$ cat config.mk
export PLATFORM = sky130hd
export DESIGN_NAME = equalizer_band_count_mapper_core
export DESIGN_NICKNAME = d
export VERILOG_FILES = /design/src/ebcm_pkg.sv /design/src/equalizer_band_count_mapper_core.sv
export VERILOG_INCLUDE_DIRS = /design/src /design/src/src
export SDC_FILE = /design/constraint.sdc
export NUM_CORES = 1
export LEC_CHECK = 0
export BUFFER_PORTS_ARGS = -buffer_cell sky130_fd_sc_hd__buf_2
export CELL_PAD_IN_SITES_DETAIL_PLACEMENT = 1
export CELL_PAD_IN_SITES_GLOBAL_PLACEMENT = 1
export CORE_ASPECT_RATIO = 1.4
export CORE_MARGIN = 10
export CORE_UTILIZATION = 40
export DETAILED_ROUTE_END_ITERATION = 12
export GPL_TIMING_DRIVEN = 1
export HOLD_SLACK_MARGIN = 0.12
export PLACE_DENSITY = 0.65
export SLEW_MARGIN = 25
export SYNTH_ARGS = -nofsm -noshare
export SYNTH_HDL_FRONTEND = slang
export SYNTH_SLANG_ARGS = --single-unit
$ cat constraint.sdc
create_clock -name clk_i -period 11.9 [get_ports clk_i]
set_input_delay 2.38 -clock clk_i [delete_from_list [all_inputs] [get_ports clk_i]]
set_output_delay 2.38 -clock clk_i [all_outputs]
set_load 0.03 [all_outputs]
$ cat src/equalizer_band_count_mapper_core_macros.svh
// Assertion helpers for the band count mapper. Both sample on clk_i and are
// disabled while rst_ni is low.
`ifndef EQUALIZER_BAND_COUNT_MAPPER_CORE_MACROS_SVH
`define EQUALIZER_BAND_COUNT_MAPPER_CORE_MACROS_SVH

// cons must hold in the same cycle as ante
`define EBCM_ASSERT_SAME(label, ante, cons, msg) \
  label: assert property (@(posedge clk_i) disable iff (!rst_ni) (ante) |-> (cons)) \
    else $error(msg);

// cons must hold in the cycle after ante
`define EBCM_ASSERT_NEXT(label, ante, cons, msg) \
  label: assert property (@(posedge clk_i) disable iff (!rst_ni) (ante) |=> (cons)) \
    else $error(msg);

`endif

$ cat src/ebcm_pkg.sv
`default_nettype none

package ebcm_pkg;

  localparam int unsigned LEVEL_W   = 16;
  localparam int unsigned TB_W      = 7;   // target_bands register
  localparam int unsigned BIDX_W    = 6;   // band_index
  localparam int unsigned STEP_W    = 7;   // loop indexes and counts, up to 64
  localparam int unsigned ACC_W     = 8;   // signed error accumulator
  localparam int unsigned GRP_W     = 7;   // group size, divisor
  localparam int unsigned SUM_W     = LEVEL_W + GRP_W;
  localparam int unsigned DIV_CNT_W = $clog2(SUM_W + 1);

  localparam int unsigned DEF_MAX_SOURCE_BANDS = 8;
  localparam int unsigned DEF_MAX_TARGETS      = 64;

  localparam logic [TB_W-1:0] TARGET_BANDS_RESET = 7'd5;

  // register indexes
  localparam logic REG_TARGET_BANDS = 1'b0;

  typedef struct packed {
    logic signed [LEVEL_W-1:0] level;
    logic                      last_band;
  } in_item_t;

  typedef struct packed {
    logic [BIDX_W-1:0]         band_index;
    logic signed [LEVEL_W-1:0] band_level;
    logic                      last_result;
  } out_item_t;

  typedef enum logic [2:0] {
    S_IDLE,
    S_READ,
    S_ACC,
    S_ADD,
    S_DIV,
    S_OUT
  } state_e;

endpackage

`default_nettype wire

$ cat src/equalizer_band_count_mapper_core.sv
// Equalizer band count mapper. Source band levels come in one item at a time
// and are stored (up to MAX_SOURCE_BANDS; extra levels are dropped). A non-last
// item is simply stored. The item with last_band set starts a run that
// emits exactly T = target_bands results (0 is treated as 1, values above
// MAX_TARGETS saturate), either spreading the levels over the targets or
// averaging groups of them. Every result goes through one shared restoring
// divider that retires one quotient bit per cycle, so a result takes a read,
// an accumulate, 23 divide steps and an output step, plus an add step when
// two levels are averaged. In a grouping run every stored level also costs a
// read and an accumulate step. Output stalls lengthen both kinds of run.
// in_ready_o stays low for the whole run.
// target_bands is written over the APB port at address 0 and should only
// change while the block is idle.
`default_nettype none

`include "equalizer_band_count_mapper_core_macros.svh"

module equalizer_band_count_mapper_core #(
  parameter int unsigned MAX_SOURCE_BANDS = ebcm_pkg::DEF_MAX_SOURCE_BANDS,
  parameter int unsigned MAX_TARGETS      = ebcm_pkg::DEF_MAX_TARGETS
) (
  input  wire logic               clk_i,
  input  wire logic               rst_ni,
  input  wire logic               in_valid_i,
  output logic                    in_ready_o,
  input  wire ebcm_pkg::in_item_t in_item_i,
  output logic                    out_valid_o,
  input  wire logic               out_ready_i,
  output ebcm_pkg::out_item_t     out_item_o,
  input  wire logic               psel,
  input  wire logic               penable,
  input  wire logic               pwrite,
  input  wire logic [2:0]         paddr,
  input  wire logic [31:0]        pwdata,
  output logic [31:0]             prdata,
  output logic                    pready
);
  import ebcm_pkg::*;

  localparam int unsigned IDX_W = (MAX_SOURCE_BANDS > 1) ? $clog2(MAX_SOURCE_BANDS) : 1;
  localparam int unsigned CNT_W = $clog2(MAX_SOURCE_BANDS + 1);

  // configuration
  logic [TB_W-1:0] tb_q;
  logic            cfg_wr;

  assign pready = 1'b1;
  assign cfg_wr = psel && penable && pwrite && pready;
  assign prdata = (paddr[2] == REG_TARGET_BANDS) ? {{(32-TB_W){1'b0}}, tb_q} : '0;

  always_ff @(posedge clk_i or negedge rst_ni) begin
    if (!rst_ni) begin
      tb_q <= TARGET_BANDS_RESET;
    end else if (cfg_wr && paddr[2] == REG_TARGET_BANDS) begin
      tb_q <= pwdata[TB_W-1:0];
    end
  end

  // effective target count
  logic [TB_W-1:0] t_eff;
  always_comb begin
    if (tb_q == '0) begin
      t_eff = TB_W'(1);
    end else if (tb_q > TB_W'(MAX_TARGETS)) begin
      t_eff = TB_W'(MAX_TARGETS);
    end else begin
      t_eff = tb_q;
    end
  end

  // control state
  state_e           state_q, state_d;
  logic [CNT_W-1:0] cnt_q, cnt_d;
  logic             out_valid_q, out_valid_d;

  // run state (payload)
  logic [STEP_W-1:0]       n_q, n_d;
  logic [TB_W-1:0]         t_q, t_d;
  logic                    spread_q, spread_d;   // N <= T
  logic [STEP_W-1:0]       i_q, i_d;
  logic [STEP_W-1:0]       src_q, src_d;
  logic signed [ACC_W-1:0] acc_q, acc_d;
  logic signed [SUM_W-1:0] sum_q, sum_d;
  logic [GRP_W-1:0]        grp_q, grp_d;
  logic [BIDX_W-1:0]       ridx_q, ridx_d;
  out_item_t               out_q, out_d;

  // level memory
  logic signed [LEVEL_W-1:0] mem [MAX_SOURCE_BANDS];
  logic signed [LEVEL_W-1:0] rdata_q;
  logic [IDX_W-1:0]          raddr;

  // shared divider
  logic                    div_load;
  logic signed [SUM_W-1:0] div_num;
  logic [GRP_W-1:0]        div_den;
  logic [GRP_W-1:0]        div_den_q, div_den_d;
  logic [GRP_W-1:0]        div_rem_q, div_rem_d;
  logic [SUM_W-1:0]        div_quo_q, div_quo_d;
  logic                    div_neg_q, div_neg_d;
  logic [DIV_CNT_W-1:0]    div_cnt_q, div_cnt_d;

  logic in_acc;
  assign in_acc     = in_valid_i && in_ready_o;
  assign in_ready_o = (state_q == S_IDLE);

  always_ff @(posedge clk_i) begin
    if (in_acc && cnt_q < CNT_W'(MAX_SOURCE_BANDS)) begin
      mem[cnt_q[IDX_W-1:0]] <= in_item_i.level;
    end
    rdata_q <= mem[raddr];
  end

  always_comb begin
    logic [STEP_W-1:0]       rd_sel;
    logic [STEP_W-1:0]       src_nx;
    logic [STEP_W-1:0]       n_new;
    logic signed [ACC_W-1:0] a1;
    logic signed [SUM_W-1:0] lvl_ext;
    logic [LEVEL_W-1:0]      qlo;
    logic                    is_last;

    state_d     = state_q;
    cnt_d       = cnt_q;
    out_valid_d = out_valid_q && !out_ready_i;
    n_d         = n_q;
    t_d         = t_q;
    spread_d    = spread_q;
    i_d         = i_q;
    src_d       = src_q;
    acc_d       = acc_q;
    sum_d       = sum_q;
    grp_d       = grp_q;
    ridx_d      = ridx_q;
    out_d       = out_q;
    div_load    = 1'b0;
    div_num     = '0;
    div_den     = '0;

    src_nx  = src_q + STEP_W'(1);
    lvl_ext = SUM_W'(rdata_q);
    a1      = spread_q ? acc_q - $signed({1'b0, n_q}) : acc_q - $signed({1'b0, t_q});
    qlo     = div_quo_q[LEVEL_W-1:0];
    is_last = ({1'b0, ridx_q} == t_q - TB_W'(1));

    // read address: source index in group mode, clamped cursor in spread mode
    if (!spread_q) begin
      rd_sel = i_q;
    end else if (state_q == S_ACC) begin
      rd_sel = (src_nx >= n_q) ? n_q - STEP_W'(1) : src_nx;
    end else begin
      rd_sel = (src_q >= n_q) ? n_q - STEP_W'(1) : src_q;
    end
    raddr = rd_sel[IDX_W-1:0];

    n_new = (cnt_q < CNT_W'(MAX_SOURCE_BANDS)) ? STEP_W'(cnt_q) + STEP_W'(1)
                                               : STEP_W'(cnt_q);

    case (state_q)
      S_IDLE: begin
        if (in_acc) begin
          if (cnt_q < CNT_W'(MAX_SOURCE_BANDS)) begin
            cnt_d = cnt_q + CNT_W'(1);
          end
          if (in_item_i.last_band) begin
            cnt_d    = '0;
            n_d      = n_new;
            t_d      = t_eff;
            spread_d = (n_new <= STEP_W'(t_eff));
            i_d      = '0;
            src_d    = '0;
            acc_d    = (n_new <= STEP_W'(t_eff)) ? $signed({1'b0, t_eff})
                                                 : $signed({1'b0, n_new});
            sum_d    = '0;
            grp_d    = '0;
            ridx_d   = '0;
            state_d  = S_READ;
          end
        end
      end

      S_READ: begin
        state_d = S_ACC;
      end

      S_ACC: begin
        if (spread_q) begin
          acc_d = a1;
          if (a1 < ACC_W'(1)) begin
            src_d = src_nx;
            acc_d = a1 + $signed({1'b0, t_q});
          end
          if (a1 < ACC_W'(0)) begin
            // average with the next level, read issued this cycle
            sum_d   = lvl_ext;
            state_d = S_ADD;
          end else begin
            div_load = 1'b1;
            div_num  = lvl_ext;
            div_den  = GRP_W'(1);
            state_d  = S_DIV;
          end
        end else begin
          if (a1 < ACC_W'(1)) begin
            div_load = 1'b1;
            div_num  = sum_q + lvl_ext;
            div_den  = grp_q + GRP_W'(1);
            acc_d    = a1 + $signed({1'b0, n_q});
            // a straddling band also opens the next group
            if (a1 < ACC_W'(0)) begin
              sum_d = lvl_ext;
              grp_d = GRP_W'(1);
            end else begin
              sum_d = '0;
              grp_d = '0;
            end
            state_d = S_DIV;
          end else begin
            acc_d   = a1;
            sum_d   = sum_q + lvl_ext;
            grp_d   = grp_q + GRP_W'(1);
            i_d     = i_q + STEP_W'(1);
            state_d = S_READ;
          end
        end
      end

      S_ADD: begin
        div_load = 1'b1;
        div_num  = sum_q + lvl_ext;
        div_den  = GRP_W'(2);
        state_d  = S_DIV;
      end

      S_DIV: begin
        if (div_cnt_q == DIV_CNT_W'(1)) begin
          state_d = S_OUT;
        end
      end

      S_OUT: begin
        if (!out_valid_q || out_ready_i) begin
          out_valid_d       = 1'b1;
          out_d.band_index  = ridx_q;
          out_d.band_level  = div_neg_q ? $signed(~qlo + LEVEL_W'(1)) : $signed(qlo);
          out_d.last_result = is_last;
          ridx_d            = ridx_q + BIDX_W'(1);
          i_d               = i_q + STEP_W'(1);
          state_d           = is_last ? S_IDLE : S_READ;
        end
      end

      default: begin
        state_d = S_IDLE;
      end
    endcase
  end

  // restoring divide on magnitudes, one quotient bit per cycle
  always_comb begin
    logic [GRP_W:0] trial;
    logic           ge;

    trial     = {div_rem_q, div_quo_q[SUM_W-1]};
    ge        = (trial >= {1'b0, div_den_q});
    div_den_d = div_den_q;
    div_rem_d = div_rem_q;
    div_quo_d = div_quo_q;
    div_neg_d = div_neg_q;
    div_cnt_d = div_cnt_q;

    if (div_load) begin
      div_den_d = div_den;
      div_rem_d = '0;
      div_neg_d = div_num[SUM_W-1];
      div_quo_d = div_num[SUM_W-1] ? SUM_W'(-div_num) : SUM_W'(div_num);
      div_cnt_d = DIV_CNT_W'(SUM_W);
    end else if (state_q == S_DIV) begin
      div_rem_d = ge ? GRP_W'(trial - {1'b0, div_den_q}) : trial[GRP_W-1:0];
      div_quo_d = {div_quo_q[SUM_W-2:0], ge};
      div_cnt_d = div_cnt_q - DIV_CNT_W'(1);
    end
  end

  always_ff @(posedge clk_i or negedge rst_ni) begin
    if (!rst_ni) begin
      state_q     <= S_IDLE;
      cnt_q       <= '0;
      out_valid_q <= 1'b0;
    end else begin
      state_q     <= state_d;
      cnt_q       <= cnt_d;
      out_valid_q <= out_valid_d;
    end
  end

  always_ff @(posedge clk_i) begin
    n_q       <= n_d;
    t_q       <= t_d;
    spread_q  <= spread_d;
    i_q       <= i_d;
    src_q     <= src_d;
    acc_q     <= acc_d;
    sum_q     <= sum_d;
    grp_q     <= grp_d;
    ridx_q    <= ridx_d;
    out_q     <= out_d;
    div_den_q <= div_den_d;
    div_rem_q <= div_rem_d;
    div_quo_q <= div_quo_d;
    div_neg_q <= div_neg_d;
    div_cnt_q <= div_cnt_d;
  end

  assign out_valid_o = out_valid_q;
  assign out_item_o  = out_q;

  `EBCM_ASSERT_NEXT(a_last_item_starts_run, in_acc && in_item_i.last_band, !in_ready_o, "last item did not start a run")
  `EBCM_ASSERT_SAME(a_quotient_fits_level, state_q == S_OUT, div_quo_q[SUM_W-1:LEVEL_W] == '0, "quotient exceeds level width")
  `EBCM_ASSERT_SAME(a_run_has_bands, state_q != S_IDLE, n_q != '0 && t_q != '0, "run started with zero bands")

endmodule

`default_nettype wire
==> Word level (Yosys, flattened, before mapping) <==
Memory sizes are Yosys's and may differ from the RTL's. A register that Yosys moved wholly into a read port is not among the register bits.
Index checks and enable logic that the tools add are counted.
{ "word_totals": {"reg_bits": 152, "mem_bits_rw": 128, "input_bits": 59, "output_inout_bits": 58, "word_cells": 163, "n_memories": 1} }
{ "op_classes": {"add_sub_neg": 17, "order_cmp": 8, "n_eq_ne": 16, "mux": 72, "bitwise_logic": 2, "n_reduce_logical": 26} }
{ "mem_list": {"columns": ["name", "words", "word_bits", "rd", "rd_ports_with_merged_regs", "wr", "line", "rtl"], "rows": [
  ["mem", 8, 16, 1, 1, 1, "equalizer_band_count_mapper_core.sv:89", "logic signed [LEVEL_W-1:0] mem [MAX_SOURCE_BANDS];"]
]} }
{ "op_table": {"columns": ["cell", "n"], "rows": [
  ["23-bit 2-to-1 mux", 12],
  ["7-bit 2-to-1 mux", 16],
  ["23-bit one-hot mux with 2 select lines", 2],
  ["8-bit 2-to-1 mux", 6],
  ["7-bit one-hot mux with 2 select lines", 3],
  ["3-bit 2-to-1 mux", 11],
  ["23-bit by 16-bit adder with 23-bit output", 1],
  ["23-bit negation", 1],
  ["7-bit by 1-bit adder with 7-bit output (second input constant)", 3],
  ["7-bit one-hot mux with 3 select lines", 1],
  ["6-bit 2-to-1 mux", 3],
  ["3-bit one-hot mux with 6 select lines", 1],
  ["16-bit by 1-bit adder with 16-bit output (second input constant)", 1],
  ["16-bit 2-to-1 mux", 1],
  ["16-bit NOT", 1],
  ["8-bit one-hot mux with 2 select lines", 1],
  ["4-bit AND reduction", 4],
  ["7-bit by 5-bit >= comparator with 1-bit output", 2],
  ["6-bit one-hot mux with 2 select lines", 1],
  ["1-bit 2-to-1 mux", 10],
  ["2-bit inequality test (second input constant)", 5],
  ["3-bit AND reduction", 3],
  ["8-bit by 6-bit adder with 8-bit output", 1],
  ["8-bit adder", 1],
  ["other kinds (36)", 50]
]} }

==> Logic depth before layout (Yosys ltp) <==
{ "logic_depth": {"depth_word": 9, "mapped_depth": 22, "depth_no_buf": 17} }

==> Worst setup path after synthesis <==
OpenSTA, ideal clock, no wires.
{ "synth_timing": {"kind": "register to register", "from": "register spread_q", "to": "register div_quo_q[18] (data pin)", "setup_ns": 0.256, "arrival_ns": 5.115, "t_required_ns": 11.644, "slack_ns": 6.529, "stages_incl_launch_ff": 20, "n_path_buf": 5, "synth_period_minus_slack_ns": 5.371, "cell_sequence": "edfxtp_1 -> clkbuf_1 -> buf_1 -> clkbuf_1 -> mux2i_1 -> ha_1 -> or2_2 -> a2111o_1 -> a211oi_2 -> a41oi_1 -> a21oi_2 -> buf_2 -> buf_2 -> a22oi_1 -> ha_1 -> o21ai_0 -> nor2_1 -> and4_1 -> or3_2 -> a22o_1"} }
{ "synth_via": {"elab_chain_len": 8, "word_cells_on_any_way": 14, "classes_between": "add/sub: 1; order compare: 2; mux: 11"} }
{ "synth_lines": {"columns": ["element", "line", "rtl"], "rows": [
  ["start: declaration", "equalizer_band_count_mapper_core.sv:79", "logic spread_q, spread_d;"],
  ["start signal: assignment", "equalizer_band_count_mapper_core.sv:300", "spread_q <= spread_d;"],
  ["8-bit 2-to-1 mux", "equalizer_band_count_mapper_core.sv:142", "a1 = spread_q ? acc_q - $signed({1'b0, n_q}) : acc_q - $signed({1'b0, t_q});"],
  ["8-bit by 2-bit less-than comparator with 1-bit output / 8-bit by 1-bit less-than comparator with 1-bit output (equally long branches)", "equalizer_band_count_mapper_core.sv:204, equalizer_band_count_mapper_core.sv:193", null],
  ["23-bit 2-to-1 mux, on equally long branches", "equalizer_band_count_mapper_core.sv:204, equalizer_band_count_mapper_core.sv:193", null],
  ["23-bit 2-to-1 mux", "equalizer_band_count_mapper_core.sv:187", "if (spread_q) begin"],
  ["23-bit one-hot mux with 2 select lines", "equalizer_band_count_mapper_core.sv:159", "case (state_q)"],
  ["23-bit negation", "equalizer_band_count_mapper_core.sv:276", "div_quo_d = div_num[SUM_W-1] ? SUM_W'(-div_num) : SUM_W'(div_num);"],
  ["23-bit 2-to-1 mux", "equalizer_band_count_mapper_core.sv:276", null],
  ["23-bit 2-to-1 mux *", "equalizer_band_count_mapper_core.sv:272", "if (div_load) begin"],
  ["named net div_quo_d[18]", "equalizer_band_count_mapper_core.sv:99", "logic [SUM_W-1:0] div_quo_q, div_quo_d;"],
  ["end signal: assignment", "equalizer_band_count_mapper_core.sv:310", "div_quo_q <= div_quo_d;"],
  ["end: declaration", "equalizer_band_count_mapper_core.sv:99", null]
]} }
The timed path passes the listed nets; every way through them passes the cells marked *.
A chain may end at the register's enable or synchronous reset.

==> Worst setup path in the final report <==
Ends and elaborated chain as after synthesis.

==> results.rst <==
.. list-table::
   :header-rows: 1

   * - Metric
     - Value
   * - All-layer global routing usage
     - 16.83%
   * - Horiz. Die Dim
     - between 150 and 200 microns
   * - Number of vias after detailed routing
     - roughly 12k
   * - RSZ-0062 raised after global routing
     - false
   * - Total net switching power
     - 2.240 mW
   * - Crit path arrival time
     - 5.90 ns
   * - Flop2flop setup slack
     - 6.34 ns
   * - Post-synth EDFFs
     - 249
   * - Number of nets still failing antenna checks after routing
     - 0
   * - PortBufs
     - 63
   * - Start of the worst register-to-register path
     - spread_q
   * - Critical path buffer and inverter count
     - 2
   * - Area growth from synthesis to layout
     - 11.41%
   * - WHS Endpoint
     - div_rem_q[6]
   * - Worst setup EP type
     - register
   * - Final Hold Violating Endpoints
     - 0
   * - Number of cells on the worst reg-to-reg path
     - 17
   * - H-tree level count
     - 1
   * - Worst skew pair latency
     - 0.59 ns
   * - Area share of the largest cell type after synthesis
     - a little under half
   * - # resized after CTS
     - 0
   * - Share of cells above drive strength 1
     - 12.64%
   * - Max stage delay on crit path
     - 0.82 ns
   * - Largest delay share family, worst path
     - compound AO/OA/AOI/OAI gates
   * - CP cell instances
     - buf_4 > mux2i_1 > ha_1 > and2b_1 > o2111ai_1 > nand3b_1 > a22o_1 > a311oi_1 > a21oi_4 > buf_4 > a22oi_1 > ha_1 > o21ai_0 > nor2_1 > and4_1 > o21ai_1 > a22o_1
   * - Number of distinct standard cells referenced by the synthesized netlist
     - 87
   * - CTS Buf Count
     - 30
   * - Met3 Track Usage GR
     - under 10%
   * - GRT Residual Overflow
     - 0
   * - Synthesis warning total
     - 0
   * - CTS Root Cell
     - sky130_fd_sc_hd__clkbuf_16
   * - Async set or reset register ratio after synthesis
     - about 5.1%
   * - Minimum clock period
     - 5.565 ns
   * - Top post-synthesis cells by area
     - sky130_fd_sc_hd__edfxtp_1 46%, sky130_fd_sc_hd__ha_1 5.8%, sky130_fd_sc_hd__mux2i_1 3.9%, sky130_fd_sc_hd__dfxtp_1 3.4%, sky130_fd_sc_hd__xnor2_1 2.9%
   * - Cell type of the slowest stage on the worst timing path
     - sky130_fd_sc_hd__a311oi_1
   * - Wire length of the first global-routing pass
     - 67,480 microns
   * - Drt pass-1 iters
     - 4
   * - Std-Cell Core Area
     - 40,280 sq um
   * - P per Cell Area
     - 284.0 nW/um^2
   * - Clock Tree Buf Depth
     - 3
   * - Portion of the post-synthesis area used by sequential elements
     - roughly half
   * - Proportion of power drawn by combinational gates
     - approximately 50%
   * - Aggregate routed wire length
     - approximately 42,000 microns
   * - Share of total power consumed by net switching
     - 43.44%
   * - Worst hold path cell count
     - 2
   * - Total negative setup slack
     - 0 ns
   * - Startpoint of the tightest hold check path
     - div_rem_q[6]
   * - Die area
     - 49,330 sq um
   * - Busiest grt layer
     - met2
   * - Pin count of the biggest net entering global routing
     - 59
   * - Leakage power of the design
     - 6.834 nW
   * - Via density per instance
     - roughly 5.6
   * - Fill count
     - 4,398
   * - Maximum fanout along the worst path
     - 50
   * - Hold Buf Count CTS
     - 0
   * - Total number of placement rows
     - between 80 and 90
   * - Setup Slack @ Placement
     - roughly 6.3 ns
   * - Internal power of the cells
     - 2.917 mW
   * - Final-stage net count
     - 1,665
   * - Leading cell type in the layout, fill and taps excluded
     - sky130_fd_sc_hd__edfxtp_1
   * - Clock transition time at the flip-flop clock pins of the worst setup and hold paths
     - 0.07 ns
   * - Detailed placement HPWL
     - 30,080 microns
   * - Final worst path period share
     - 46.76%
   * - Commonest cells after routing, fill and taps aside
     - 249 x sky130_fd_sc_hd__edfxtp_1, 107 x sky130_fd_sc_hd__nor2_1, 88 x sky130_fd_sc_hd__nand2_1, 76 x sky130_fd_sc_hd__a21oi_1, 75 x sky130_fd_sc_hd__ha_1
   * - Count of state elements after synthesis
     - approximately 290
   * - Worst-margin pin slew
     - roughly 1.0 ns
   * - Met2 demand-to-capacity share in global routing
     - 31.59%
   * - Clock group share of total power
     - 17.9%
   * - Critical path class
     - register to register
   * - Met1 GRT Util
     - 19.71%
   * - Area of combinational cells with multiple inputs
     - 7371 sq um
   * - Synth Area per Inst
     - between 10 and 15 sq um
   * - Highest attainable clock frequency
     - 0.1797 GHz
   * - Average detailed-routed wire length per instance
     - 20.17 microns
   * - Post-synth top area cell
     - sky130_fd_sc_hd__edfxtp_1
   * - Data required time of the critical path
     - 12.23 ns
   * - Final count of negative-setup-slack endpoints
     - 0
   * - Final estimated routing congestion in global placement
     - just over 0.8
   * - Violation count after the first detailed-routing iteration
     - 418
   * - Worst min path class
     - register to register
   * - Number of remaining DRC errors
     - 0
   * - Number of buffers added for setup after CTS
     - 0
   * - Number of maximum-capacitance constraint violations
     - 0
   * - Sequential standard cell area
     - 8416 sq um
   * - Post-synthesis instance total
     - 1,466
   * - Reg power frac
     - 32.1%
   * - Final clock skew
     - 0.02795 ns
   * - Peak supply drop
     - 0.1480 mV
   * - Sinks on Clock Net
     - slightly below 300
   * - Count of pins on the block boundary
     - between 100 and 150
   * - Final Slew Violations
     - 0
   * - CTS tree
     - yes
   * - Headroom to the max-slew limit
     - 33.51%
   * - Startpoint type of the worst setup path
     - register
   * - Number of global-route vias before repair
     - ~12k
   * - Chip height
     - 258.8 microns
   * - Post-synthesis instance area
     - 16,300 sq um
   * - Initial antenna violation count
     - 2
   * - Result of the run
     - completed
   * - Starting Density
     - 40.47%
   * - Most used DFF post-synth
     - sky130_fd_sc_hd__edfxtp_1
   * - Destination of the worst register-to-register timing path
     - div_quo_q[18]
   * - Post-route setup slack
     - 6.335 ns
flip-flops by register name, summed over array words and instances, names as in the netlist, 4 cells and up:
register,flops
mem,128
div_quo_q,23
out_item_o,23
sum_q,23
rdata_q,16
acc_q,8
div_den_q,7
div_rem_q,7
grp_q,7
src_q,7
t_q,7
tb_q,7
ridx_q,6
div_cnt_q,5
n_q,5
cnt_q,4
tightest hold or removal path: stages (launching register included):
cell and delay [ns]:
sky130_fd_sc_hd__dfxtp_1 0.31, sky130_fd_sc_hd__nand3_1 0.06, sky130_fd_sc_hd__o21ai_0 0.07
metrics by stage:
step           cells  hold WS, ns  utilization, %  cell area (sq um)  power [mW]
2_1_floorplan   1492       0.4434               -              16400       3.528
3_3_place_gp    2029       0.4606           42.61              17160       4.174
3_5_place_dp    2029       0.4827           42.63              17170       4.253
4_1_cts         2085       0.4939           45.04              18140       5.205
5_1_grt         2086       0.5059           45.08              18160       5.574
6_report        2086       0.4869           45.08              18160       5.157
Yosys cell counts, drive strengths merged, types with 4 or more instances:
| library cell | instances |
|---|---|
| a2111oi | 4 |
| a211oi | 44 |
| a21o | 21 |
| a21oi | 79 |
| a221o | 5 |
| a221oi | 4 |
| a22o | 39 |
| a22oi | 16 |
| a31o | 7 |
| a31oi | 18 |
| and2 | 12 |
| and3 | 12 |
| buf | 47 |
| clkbuf | 38 |
| dfrtp | 13 |
| dfxtp | 28 |
| edfxtp | 249 |
| fa | 4 |
| ha | 75 |
| inv | 59 |
| mux2 | 11 |
| mux2i | 64 |
| nand2 | 89 |
| nand2b | 19 |
| nand3 | 36 |
| nand3b | 5 |
| nand4 | 13 |
| nor2 | 112 |
| nor2b | 38 |
| nor3 | 28 |
| nor4 | 9 |
| o211ai | 13 |
| o21a | 12 |
| o21ai | 68 |
| o21bai | 7 |
| o31a | 4 |
| o31ai | 12 |
| o41ai | 4 |
| or2 | 7 |
| or3 | 15 |
| xnor2 | 54 |
| xor2 | 27 |
routing by layer:
metal | vias to the layer above | wire, microns
li1 | 5575 | -
met1 | 5836 | 17460
met2 | 132 | 22720
met3 | 39 | 1100
met4 | 2 | 773
met5 | - | 13
cell type report:
| class | instances | area share, % |
|---|---|---|
| Clock inverter | 24 | 1.158 |
| Multi-Input combinational cell | 1054 | 40.59 |
| Tap cell | 534 | 3.680 |
| Timing Repair Buffer | 88 | 2.770 |
| Clock buffer | 32 | 4.176 |
| Inverter | 61 | 1.261 |
| Antenna cell | 1 | 0.01378 |
| Sequential cell | 292 | 46.35 |
power by group through the flow:
stage	Sequential (mW)	Clock (mW)	Combinational, mW
after floorplan	1.60	0	1.93
after global placement	1.67	0	2.51
after detailed placement	1.68	0	2.58
after CTS	1.66	0.952	2.60
after global routing	1.69	0.990	2.89
final	1.65	0.924	2.58
kinds of logic (layout without fill, tap and decap cells):
kind of cell	after synthesis	in the layout	share of synthesized area (%)
AND/OR/NAND/NOR	409	409	12.44
AO/OA/AOI/OAI	380	380	16.20
flip-flops	292	292	51.64
buffers and inverters	146	205	4.215
adder cells (fa/ha/maj)	81	81	6.372
XOR/XNOR	81	81	4.399
multiplexers	75	75	4.691
other	2	29	0.04608
worst max path at each step:
stage / start / endpoint / cells past startpoint
2_1_floorplan: spread_q / div_quo_q[18] / 19
3_3_place_gp: spread_q / div_quo_q[18] / 17
3_5_place_dp: spread_q / div_quo_q[18] / 17
4_1_cts: spread_q / div_quo_q[18] / 17
5_1_grt: spread_q / div_quo_q[18] / 17
6_report: spread_q / div_quo_q[18] / 17
No activity file was read; power rests on OpenSTA's default activity.
